File: config.mk
export PLATFORM = sky130hd
export DESIGN_NAME = sha256_nonce_search_flat
export DESIGN_NICKNAME = d
export VERILOG_FILES = /design/src/rtl/shans_pkg.sv /design/src/rtl/shans_if.sv /design/src/rtl/shans_core.sv /design/src/rtl/sha256_nonce_search.sv /design/src/flat_wrapper.sv
export SDC_FILE = /design/constraint.sdc
export NUM_CORES = 2
export LEC_CHECK = 0
export BUFFER_PORTS_ARGS = -buffer_cell sky130_fd_sc_hd__buf_2
export CORE_MARGIN = 3
export CORE_UTILIZATION = 58
export CTS_BUF_LIST = sky130_fd_sc_hd__clkbuf_2 sky130_fd_sc_hd__clkbuf_4 sky130_fd_sc_hd__clkbuf_8
export CTS_CLUSTER_SIZE = 24
export DETAILED_ROUTE_END_ITERATION = 8
export GPL_TIMING_DRIVEN = 0
export HOLD_SLACK_MARGIN = 0.1
export PLACE_DENSITY = 0.79
export SYNTH_ARGS = -nofsm -noshare
export SYNTH_HDL_FRONTEND = slang
export SYNTH_SLANG_ARGS = --single-unit
File: constraint.sdc
create_clock -name clk -period 12.2 [get_ports clk]
set_input_delay 1.22 -clock clk [delete_from_list [all_inputs] [get_ports clk]]
set_output_delay 1.22 -clock clk [all_outputs]
set_load 0.01 [all_outputs]
File: src/rtl/shans_pkg.sv
// shared types and constants for the sha256 nonce search
`timescale 1ns / 1ps
package shans_pkg;

  localparam int NUM_KEY_REGS = 4;
  localparam int CFG_IDX_W    = 3;
  localparam int DIFF_W       = 9;
  localparam logic [DIFF_W-1:0] MAX_DIFFICULTY = 9'd256;

  localparam logic [CFG_IDX_W-1:0] REG_KEY0       = 3'd0;
  localparam logic [CFG_IDX_W-1:0] REG_KEY1       = 3'd1;
  localparam logic [CFG_IDX_W-1:0] REG_KEY2       = 3'd2;
  localparam logic [CFG_IDX_W-1:0] REG_KEY3       = 3'd3;
  localparam logic [CFG_IDX_W-1:0] REG_DIFFICULTY = 3'd4;

  localparam logic [31:0] PAD_WORD = 32'h8000_0000;
  localparam logic [31:0] LEN_WORD = 32'd320;

  localparam logic [31:0] INIT_H [8] = '{
    32'h6a09e667, 32'hbb67ae85, 32'h3c6ef372, 32'ha54ff53a,
    32'h510e527f, 32'h9b05688c, 32'h1f83d9ab, 32'h5be0cd19
  };

  localparam logic [31:0] ROUND_K [64] = '{
    32'h428a2f98, 32'h71374491, 32'hb5c0fbcf, 32'he9b5dba5,
    32'h3956c25b, 32'h59f111f1, 32'h923f82a4, 32'hab1c5ed5,
    32'hd807aa98, 32'h12835b01, 32'h243185be, 32'h550c7dc3,
    32'h72be5d74, 32'h80deb1fe, 32'h9bdc06a7, 32'hc19bf174,
    32'he49b69c1, 32'hefbe4786, 32'h0fc19dc6, 32'h240ca1cc,
    32'h2de92c6f, 32'h4a7484aa, 32'h5cb0a9dc, 32'h76f988da,
    32'h983e5152, 32'ha831c66d, 32'hb00327c8, 32'hbf597fc7,
    32'hc6e00bf3, 32'hd5a79147, 32'h06ca6351, 32'h14292967,
    32'h27b70a85, 32'h2e1b2138, 32'h4d2c6dfc, 32'h53380d13,
    32'h650a7354, 32'h766a0abb, 32'h81c2c92e, 32'h92722c85,
    32'ha2bfe8a1, 32'ha81a664b, 32'hc24b8b70, 32'hc76c51a3,
    32'hd192e819, 32'hd6990624, 32'hf40e3585, 32'h106aa070,
    32'h19a4c116, 32'h1e376c08, 32'h2748774c, 32'h34b0bcb5,
    32'h391c0cb3, 32'h4ed8aa4a, 32'h5b9cca4f, 32'h682e6ff3,
    32'h748f82ee, 32'h78a5636f, 32'h84c87814, 32'h8cc70208,
    32'h90befffa, 32'ha4506ceb, 32'hbef9a3f7, 32'hc67178f2
  };

  typedef logic [31:0] word_t;

  // control from sequencer to round core
  typedef struct packed {
    logic       load;
    logic       step;
    logic [5:0] round;
  } core_ctl_t;

  function automatic word_t swap32(input word_t x);
    return {x[7:0], x[15:8], x[23:16], x[31:24]};
  endfunction

endpackage

File: src/rtl/shans_if.sv
// valid/ready channel interfaces
`timescale 1ns / 1ps
interface shans_in_if;
  logic        valid;
  logic        ready;
  logic [31:0] challenge;
  modport source (output valid, challenge, input ready);
  modport sink (input valid, challenge, output ready);
endinterface

interface shans_out_if;
  logic        valid;
  logic        ready;
  logic        status;
  logic [31:0] nonce;
  logic [63:0] digest_word0;
  logic [63:0] digest_word1;
  logic [63:0] digest_word2;
  logic [63:0] digest_word3;
  modport source (output valid, status, nonce, digest_word0, digest_word1,
                  digest_word2, digest_word3, input ready);
  modport sink (input valid, status, nonce, digest_word0, digest_word1,
                digest_word2, digest_word3, output ready);
endinterface

interface shans_cfg_if;
  logic        valid;
  logic        ready;
  logic [2:0]  index;
  logic [63:0] data;
  modport source (output valid, index, data, input ready);
  modport sink (input valid, index, data, output ready);
endinterface

File: src/rtl/shans_core.sv
// sha256 round unit with message schedule, one round per cycle while step is set
`timescale 1ns / 1ps
module shans_core (
  input  logic                  clk,
  input  shans_pkg::core_ctl_t  ctl,
  input  shans_pkg::word_t      blk [16],
  output shans_pkg::word_t      dig [8]
);

  shans_pkg::word_t v_r [8];
  shans_pkg::word_t v_nxt [8];
  shans_pkg::word_t w_r [16];
  shans_pkg::word_t w_nxt [16];
  shans_pkg::word_t wi, t1, t2, s0, s1, ws0, ws1, a, e;

  always_comb begin
    a   = v_r[0];
    e   = v_r[4];
    ws0 = {w_r[1][6:0], w_r[1][31:7]} ^ {w_r[1][17:0], w_r[1][31:18]} ^ (w_r[1] >> 3);
    ws1 = {w_r[14][16:0], w_r[14][31:17]} ^ {w_r[14][18:0], w_r[14][31:19]}
          ^ (w_r[14] >> 10);
    wi  = (ctl.round < 6'd16) ? w_r[0] : (w_r[0] + ws0 + w_r[9] + ws1);
    s1  = {e[5:0], e[31:6]} ^ {e[10:0], e[31:11]} ^ {e[24:0], e[31:25]};
    t1  = v_r[7] + s1 + ((e & v_r[5]) ^ (~e & v_r[6])) + shans_pkg::ROUND_K[ctl.round] + wi;
    s0  = {a[1:0], a[31:2]} ^ {a[12:0], a[31:13]} ^ {a[21:0], a[31:22]};
    t2  = s0 + ((a & v_r[1]) ^ (a & v_r[2]) ^ (v_r[1] & v_r[2]));
    v_nxt = v_r;
    w_nxt = w_r;
    if (ctl.load) begin
      v_nxt = shans_pkg::INIT_H;
      w_nxt = blk;
    end else if (ctl.step) begin
      v_nxt[7] = v_r[6];
      v_nxt[6] = v_r[5];
      v_nxt[5] = v_r[4];
      v_nxt[4] = v_r[3] + t1;
      v_nxt[3] = v_r[2];
      v_nxt[2] = v_r[1];
      v_nxt[1] = v_r[0];
      v_nxt[0] = t1 + t2;
      // window shifts each step; slot 0 holds the current word in rounds 0 to 15, word t-16 after
      for (int i = 0; i < 15; i++) w_nxt[i] = w_r[i+1];
      w_nxt[15] = wi;
    end
  end

  always_ff @(posedge clk) begin
    v_r <= v_nxt;
    w_r <= w_nxt;
  end

  always_comb begin
    for (int i = 0; i < 8; i++) dig[i] = shans_pkg::INIT_H[i] + v_r[i];
  end

endmodule

File: src/rtl/sha256_nonce_search.sv
// top level of the sha256 nonce search
`timescale 1ns / 1ps
// Takes a 32-bit challenge and searches nonces from 0 upward for a single-block
// sha256 of key, challenge and nonce whose leading difficulty bits are zero.
// Each attempt is one load step, 64 rounds through the shared round unit and
// one check step. The block is not ready for input while a search or its
// result is pending. Status 1 with zero fields means all 2^32 nonces failed.
module sha256_nonce_search (
  input logic          clk,
  input logic          rst_n,
  shans_in_if.sink     in_ch,
  shans_out_if.source  out_ch,
  shans_cfg_if.sink    cfg_ch
);

  typedef enum logic [4:0] {
    ST_IDLE  = 5'b00001,
    ST_LOAD  = 5'b00010,
    ST_ROUND = 5'b00100,
    ST_CHECK = 5'b01000,
    ST_OUT   = 5'b10000
  } state_t;

  state_t               state_r, state_nxt;
  logic [63:0]          key_r [shans_pkg::NUM_KEY_REGS];
  logic [shans_pkg::DIFF_W-1:0] diff_r;
  logic [31:0]          chal_r, nonce_r, nonce_nxt;
  logic [5:0]           round_r, round_nxt;
  logic                 status_r;
  shans_pkg::word_t     dres_r [8];
  shans_pkg::word_t     blk [16];
  shans_pkg::word_t     dig [8];
  shans_pkg::core_ctl_t ctl;
  logic [255:0]         dflat, mask;
  logic                 ok;

  assign cfg_ch.ready = 1'b1;
  assign in_ch.ready  = (state_r == ST_IDLE);
  assign out_ch.valid = (state_r == ST_OUT);
  assign out_ch.status = status_r;
  assign out_ch.nonce  = status_r ? 32'd0 : nonce_r;
  assign out_ch.digest_word0 = status_r ? 64'd0 : {dres_r[0], dres_r[1]};
  assign out_ch.digest_word1 = status_r ? 64'd0 : {dres_r[2], dres_r[3]};
  assign out_ch.digest_word2 = status_r ? 64'd0 : {dres_r[4], dres_r[5]};
  assign out_ch.digest_word3 = status_r ? 64'd0 : {dres_r[6], dres_r[7]};

  always_comb begin
    for (int i = 0; i < shans_pkg::NUM_KEY_REGS; i++) begin
      blk[2*i]   = key_r[i][63:32];
      blk[2*i+1] = key_r[i][31:0];
    end
    blk[8]  = shans_pkg::swap32(chal_r);
    blk[9]  = shans_pkg::swap32(nonce_r);
    blk[10] = shans_pkg::PAD_WORD;
    blk[11] = '0;
    blk[12] = '0;
    blk[13] = '0;
    blk[14] = '0;
    blk[15] = shans_pkg::LEN_WORD;
  end

  assign ctl.load  = (state_r == ST_LOAD);
  assign ctl.step  = (state_r == ST_ROUND);
  assign ctl.round = round_r;

  shans_core u_core (.clk(clk), .ctl(ctl), .blk(blk), .dig(dig));

  // leading-bits mask, msb first
  always_comb begin
    dflat = {dig[0], dig[1], dig[2], dig[3], dig[4], dig[5], dig[6], dig[7]};
    mask  = (diff_r == 9'd0) ? 256'd0 : ~(256'd0) << (9'd256 - diff_r);
    ok    = ((dflat & mask) == 256'd0);
  end

  always_comb begin
    state_nxt = state_r;
    round_nxt = round_r;
    nonce_nxt = nonce_r;
    unique case (state_r)
      ST_IDLE: begin
        if (in_ch.valid) begin
          state_nxt = ST_LOAD;
          nonce_nxt = '0;
        end
      end
      ST_LOAD: begin
        state_nxt = ST_ROUND;
        round_nxt = '0;
      end
      ST_ROUND: begin
        round_nxt = round_r + 6'd1;
        if (round_r == 6'd63) state_nxt = ST_CHECK;
      end
      ST_CHECK: begin
        if (ok || nonce_r == 32'hFFFF_FFFF) state_nxt = ST_OUT;
        else begin
          nonce_nxt = nonce_r + 32'd1;
          state_nxt = ST_LOAD;
        end
      end
      ST_OUT: begin
        if (out_ch.ready) state_nxt = ST_IDLE;
      end
      default: state_nxt = ST_IDLE;
    endcase
  end

  always_ff @(posedge clk) begin
    if (!rst_n) begin
      state_r <= ST_IDLE;
      round_r <= '0;
      nonce_r <= '0;
      diff_r  <= '0;
      for (int i = 0; i < shans_pkg::NUM_KEY_REGS; i++) key_r[i] <= '0;
    end else begin
      state_r <= state_nxt;
      round_r <= round_nxt;
      nonce_r <= nonce_nxt;
      if (cfg_ch.valid) begin
        unique case (cfg_ch.index)
          shans_pkg::REG_KEY0: key_r[0] <= cfg_ch.data;
          shans_pkg::REG_KEY1: key_r[1] <= cfg_ch.data;
          shans_pkg::REG_KEY2: key_r[2] <= cfg_ch.data;
          shans_pkg::REG_KEY3: key_r[3] <= cfg_ch.data;
          shans_pkg::REG_DIFFICULTY:
            diff_r <= (cfg_ch.data[8:0] > shans_pkg::MAX_DIFFICULTY)
                      ? shans_pkg::MAX_DIFFICULTY : cfg_ch.data[8:0];
          default: ;
        endcase
      end
    end
  end

  always_ff @(posedge clk) begin
    if (state_r == ST_IDLE && in_ch.valid) chal_r <= in_ch.challenge;
    if (state_r == ST_CHECK) begin
      status_r <= !ok;
      dres_r   <= dig;
    end
  end

endmodule
File: src/flat_wrapper.sv
// flat-port wrapper written by rule: the top's interface ports become plain ports
module sha256_nonce_search_flat 
  (clk, rst_n, in_ch_valid, in_ch_challenge, in_ch_ready, out_ch_valid, out_ch_status, out_ch_nonce, out_ch_digest_word0, out_ch_digest_word1, out_ch_digest_word2, out_ch_digest_word3, out_ch_ready, cfg_ch_valid, cfg_ch_index, cfg_ch_data, cfg_ch_ready);
  shans_in_if in_ch_i ();
  shans_out_if out_ch_i ();
  shans_cfg_if cfg_ch_i ();
  input logic clk;
  input logic rst_n;
  input wire logic [$bits(in_ch_i.valid)-1:0] in_ch_valid;
  input wire logic [$bits(in_ch_i.challenge)-1:0] in_ch_challenge;
  output wire logic [$bits(in_ch_i.ready)-1:0] in_ch_ready;
  output wire logic [$bits(out_ch_i.valid)-1:0] out_ch_valid;
  output wire logic [$bits(out_ch_i.status)-1:0] out_ch_status;
  output wire logic [$bits(out_ch_i.nonce)-1:0] out_ch_nonce;
  output wire logic [$bits(out_ch_i.digest_word0)-1:0] out_ch_digest_word0;
  output wire logic [$bits(out_ch_i.digest_word1)-1:0] out_ch_digest_word1;
  output wire logic [$bits(out_ch_i.digest_word2)-1:0] out_ch_digest_word2;
  output wire logic [$bits(out_ch_i.digest_word3)-1:0] out_ch_digest_word3;
  input wire logic [$bits(out_ch_i.ready)-1:0] out_ch_ready;
  input wire logic [$bits(cfg_ch_i.valid)-1:0] cfg_ch_valid;
  input wire logic [$bits(cfg_ch_i.index)-1:0] cfg_ch_index;
  input wire logic [$bits(cfg_ch_i.data)-1:0] cfg_ch_data;
  output wire logic [$bits(cfg_ch_i.ready)-1:0] cfg_ch_ready;
  assign in_ch_i.valid = in_ch_valid;
  assign in_ch_i.challenge = in_ch_challenge;
  assign in_ch_ready = in_ch_i.ready;
  assign out_ch_valid = out_ch_i.valid;
  assign out_ch_status = out_ch_i.status;
  assign out_ch_nonce = out_ch_i.nonce;
  assign out_ch_digest_word0 = out_ch_i.digest_word0;
  assign out_ch_digest_word1 = out_ch_i.digest_word1;
  assign out_ch_digest_word2 = out_ch_i.digest_word2;
  assign out_ch_digest_word3 = out_ch_i.digest_word3;
  assign out_ch_i.ready = out_ch_ready;
  assign cfg_ch_i.valid = cfg_ch_valid;
  assign cfg_ch_i.index = cfg_ch_index;
  assign cfg_ch_i.data = cfg_ch_data;
  assign cfg_ch_ready = cfg_ch_i.ready;
  sha256_nonce_search u_core (.clk(clk), .rst_n(rst_n), .in_ch(in_ch_i), .out_ch(out_ch_i), .cfg_ch(cfg_ch_i));
endmodule
==> metrics.md <==
| Metric | Value |
|---|---|
| Unrepaired setup endpoints after global routing | false |
| Largest cells by area after synthesis | edfxtp_1 (35%), dfxtp_1 (13%), a22o_1 (6.1%) |
| Clock slew at reported path FFs | 70 ps |
| Hold_buf cts | 0 |
| Post-synth top area share | a little over a third |
| Ys flop type | edfxtp_1 |
| Most frequent cell after synthesis | edfxtp_1 |
| Hold endpoint | u_core.chal_r[1] |
| R2R cell count | 40 |
| Fmax | 83.3 MHz |
| Synth Area per Inst | around 11 sq um |
| IO Port Bufs | 394 |
| Unique masters post-synth | 96 |
| Placed cell count | between 9000 and 10000 |
| HP Start | in_ch_challenge[1] |
| Final Max Tran Viols | 72 |
| Starting density of the core | 58.7% |
| Vias | 67531 |
| Reg-to-reg slack, setup | between 150 and 200 ps |
| Post-route minimum period | about 12000 ps |
| Final Cell Area | 83500 sq um |
| Crit Reg-Reg Startpoint | u_core.u_core.w_r[453] |
| Failing checks | capacitance limit, slew limit |
| Die H | 364 um |
| Die footprint | between 100000 and 150000 sq um |
| Area delta synth->final | 12.5% |
| Clock Skew | 69.0 ps |
| Worst hold path type | input port to flip-flop |
| Clock Tree Buf Depth | 3 |
| Slew @ Worst Pin | about 1600 ps |
| Worst Path Required | 13080 ps |
| Max Cap Viol | 10 |
| Slowest-stage cell, CP | xnor2_1 |
| Total CTS buffers | 207 |
| Fillers | 9093 |
| Synthesized instance count | 7053 |
| Share of cells above drive strength 1 | 11.3% |
| Nets | 8143 |
| Number of top-level pins | 396 |
| Largest net degree at the start of global routing | approximately 150 |
| # setup viols final | 0 |
| Post-DP HPWL | 259000 um |
| Post-synth top cells | edfxtp_1 (865), a22o_1 (518), dfxtp_1 (500) |
| WHS Path Cells | 1 |
| Tcrit/Tclk final | 98.4% |
| Syn_nets | 7511 |
| Placer Congestion | 1.11 |
| Hold WS | ~360 ps |
| Startpoint Class | flip-flop |
| Remaining DRCs | 0 |
| Post-DRT Antenna Nets | 0 |
| Post-Layout Cell Count | ~9500 |
| Total grt overflow | 0 |
| Clock Tree Root | clkbuf_8 |
| Yosys reg bits | 1365 |
| Crit Path Category | flip-flop to flip-flop |
| CTS tree | yes |
| Worst reg2reg endpoint | u_core.u_core.a[31] |
| Post-synthesis cell area | 74200 sq um |
| Site Rows | between 100 and 150 |
| Max-slew headroom | -9.01% |
| Initial antenna violation count | 26 |
| Core footprint | 126000 sq um |
| Yosys top cell by area | edfxtp_1 |
| Post-Place Setup Slack | -86.7 ps |
| Sequential area share after synthesis | approximately half |
| Clock latency on the worst-skew pair | about 1100 ps |
| Dpl cell area | 78800 sq um |
| H-tree depth | 4 |
| Via density | 7.09 |
| Fraction of registers with async set/reset | 0% |
| PnR worst setup slack | 199 ps |
| Worst Setup End Kind | flip-flop |
| Synth warnings | 0 |
| DR pass1 iterations | 8 |
| Fin. Hold Viols | 0 |
| All-Layer GR Usage | around half |
| CP max FO | 5 |
| Vias in the first global route | 63134 |
| Die Wd | 364 um |
| Wire per inst | 36.5 um |
| First-pass GRT wire length | 478000 um |
| Crit path DAT | around 13000 ps |
| # clock sinks | approximately 1400 |
| Initial DRC Count | between 10000 and 15000 |
| Worst path most repeated cell | fa_1 |
| Routed WL | 348000 um |
| Worst path max stage delay | 690 ps |
| Post-synth EDFFs | a little under 900 |
| Status | finished with violations |
==> placed cells by master, fill, tap and decap left out, drive strengths merged, types with 25 or more instances in the layout <==
cell type / n
clkbuf: 758
nand4: 25
xnor2: 366
or4: 25
o21a: 38
a31oi: 39
nor4: 28
o21bai: 28
o22a: 72
nand2b: 43
o21ai: 422
edfxtp: 865
dfxtp: 500
a211oi: 35
ha: 166
and2: 286
a21boi: 27
buf: 468
a22o: 518
nand3: 69
or3: 41
a21o: 102
and3: 42
o31ai: 48
nor2b: 304
a21oi: 346
clkinv: 73
nor2: 287
inv: 467
o211ai: 61
nor3: 96
fa: 188
nand2: 448
xor2: 214
==> timing repair <==
item / CTS / global route
pin swaps: 0 / 1
setup buffers: 0 / 1
gates resized for setup: 1 / 9
setup endpoints to repair: 1 / 7
gates cloned: 0 / 0
==> metrics by stage <==
stage	utilization, %	TNS [ps]
6_report	66.0	0
5_1_grt	66.0	0
4_1_cts	65.9	0
3_5_place_dp	62.3	-86.7
3_3_place_gp	61.9	-1588690
2_1_floorplan	-	0
==> metal layers <==
metal | GRT usage, % | wire [um] | up-vias
met1 | 64.7 | 119000 | 32013
met4 | 38.3 | 34400 | 20
met5 | 2.00 | 329 | -
met2 | 70.9 | 137000 | 7099
li1 | - | - | 26565
met3 | 21.3 | 56900 | 1834
==> critical path, delay by kind of cell, from the launching register on <==
| kind | cells | cell delay (ps) |
|---|---|---|
| XOR/XNOR | 5 | 1560 |
| AND/OR/NAND/NOR | 4 | 590 |
| flip-flops | 1 | 610 |
| adder cells (fa/ha/maj) | 9 | 3940 |
| buffers and inverters | 5 | 620 |
| AO/OA/AOI/OAI | 17 | 4550 |
==> sequential cells by signal, summed over array words and instances, names as in the netlist <==
name / cells
u_core.u_core.w_r: 512
u_core.dres_r: 256
u_core.key_r: 256
u_core.u_core.v_r: 192
u_core.chal_r: 32
u_core.nonce_r: 32
u_core.u_core.a: 32
u_core.u_core.e: 32
u_core.diff_r: 9
u_core.round_r: 6
u_core.state_r: 5
u_core.out_ch.status: 1
==> area by class of cell <==
type | count | area (sq um) | share of cell area, %
plain buffers | 501 | 1930 | 2.31
repair buffers | 423 | 2480 | 2.98
diodes | 11 | 27.5 | 0.0330
inverters | 463 | 1750 | 2.09
flip-flops and latches | 1365 | 36000 | 43.1
clock buffers | 302 | 3660 | 4.39
clock inverters | 85 | 848 | 1.02
well taps | 1650 | 2060 | 2.47
multi-input cells | 4724 | 34700 | 41.6
==> kinds of logic after synthesis <==
family / share of synthesized area [%]
AOI/OAI and AO/OA: 18.8
xor gates and xnor gates: 6.85
adders and majority gates: 7.91
buffers and inverters: 4.93
DFF: 48.5
muxes: 0.691
other: 0.00505
and+or+nand+nor: 12.3
==> worst max-delay path by stage <==
stage | startpoint | to | slack (ps) | cells past startpoint
floorplan | u_core.state_r[4] | u_core.u_core.v_r[160] | 890 | 7
finish | u_core.u_core.w_r[453] | u_core.u_core.a[31] | 200 | 40
global placement | u_core.state_r[4] | u_core.u_core.v_r[180] | -6110 | 7
detailed placement | u_core.u_core.w_r[456] | u_core.u_core.a[31] | -90 | 36
CTS | u_core.u_core.w_r[467] | u_core.u_core.a[31] | 100 | 36
global route | u_core.u_core.w_r[467] | u_core.u_core.a[30] | 40 | 49
Power is left out: the tool's default activity adds up to more than one toggle a clock period on the data nets, which glitch-free logic cannot reach.
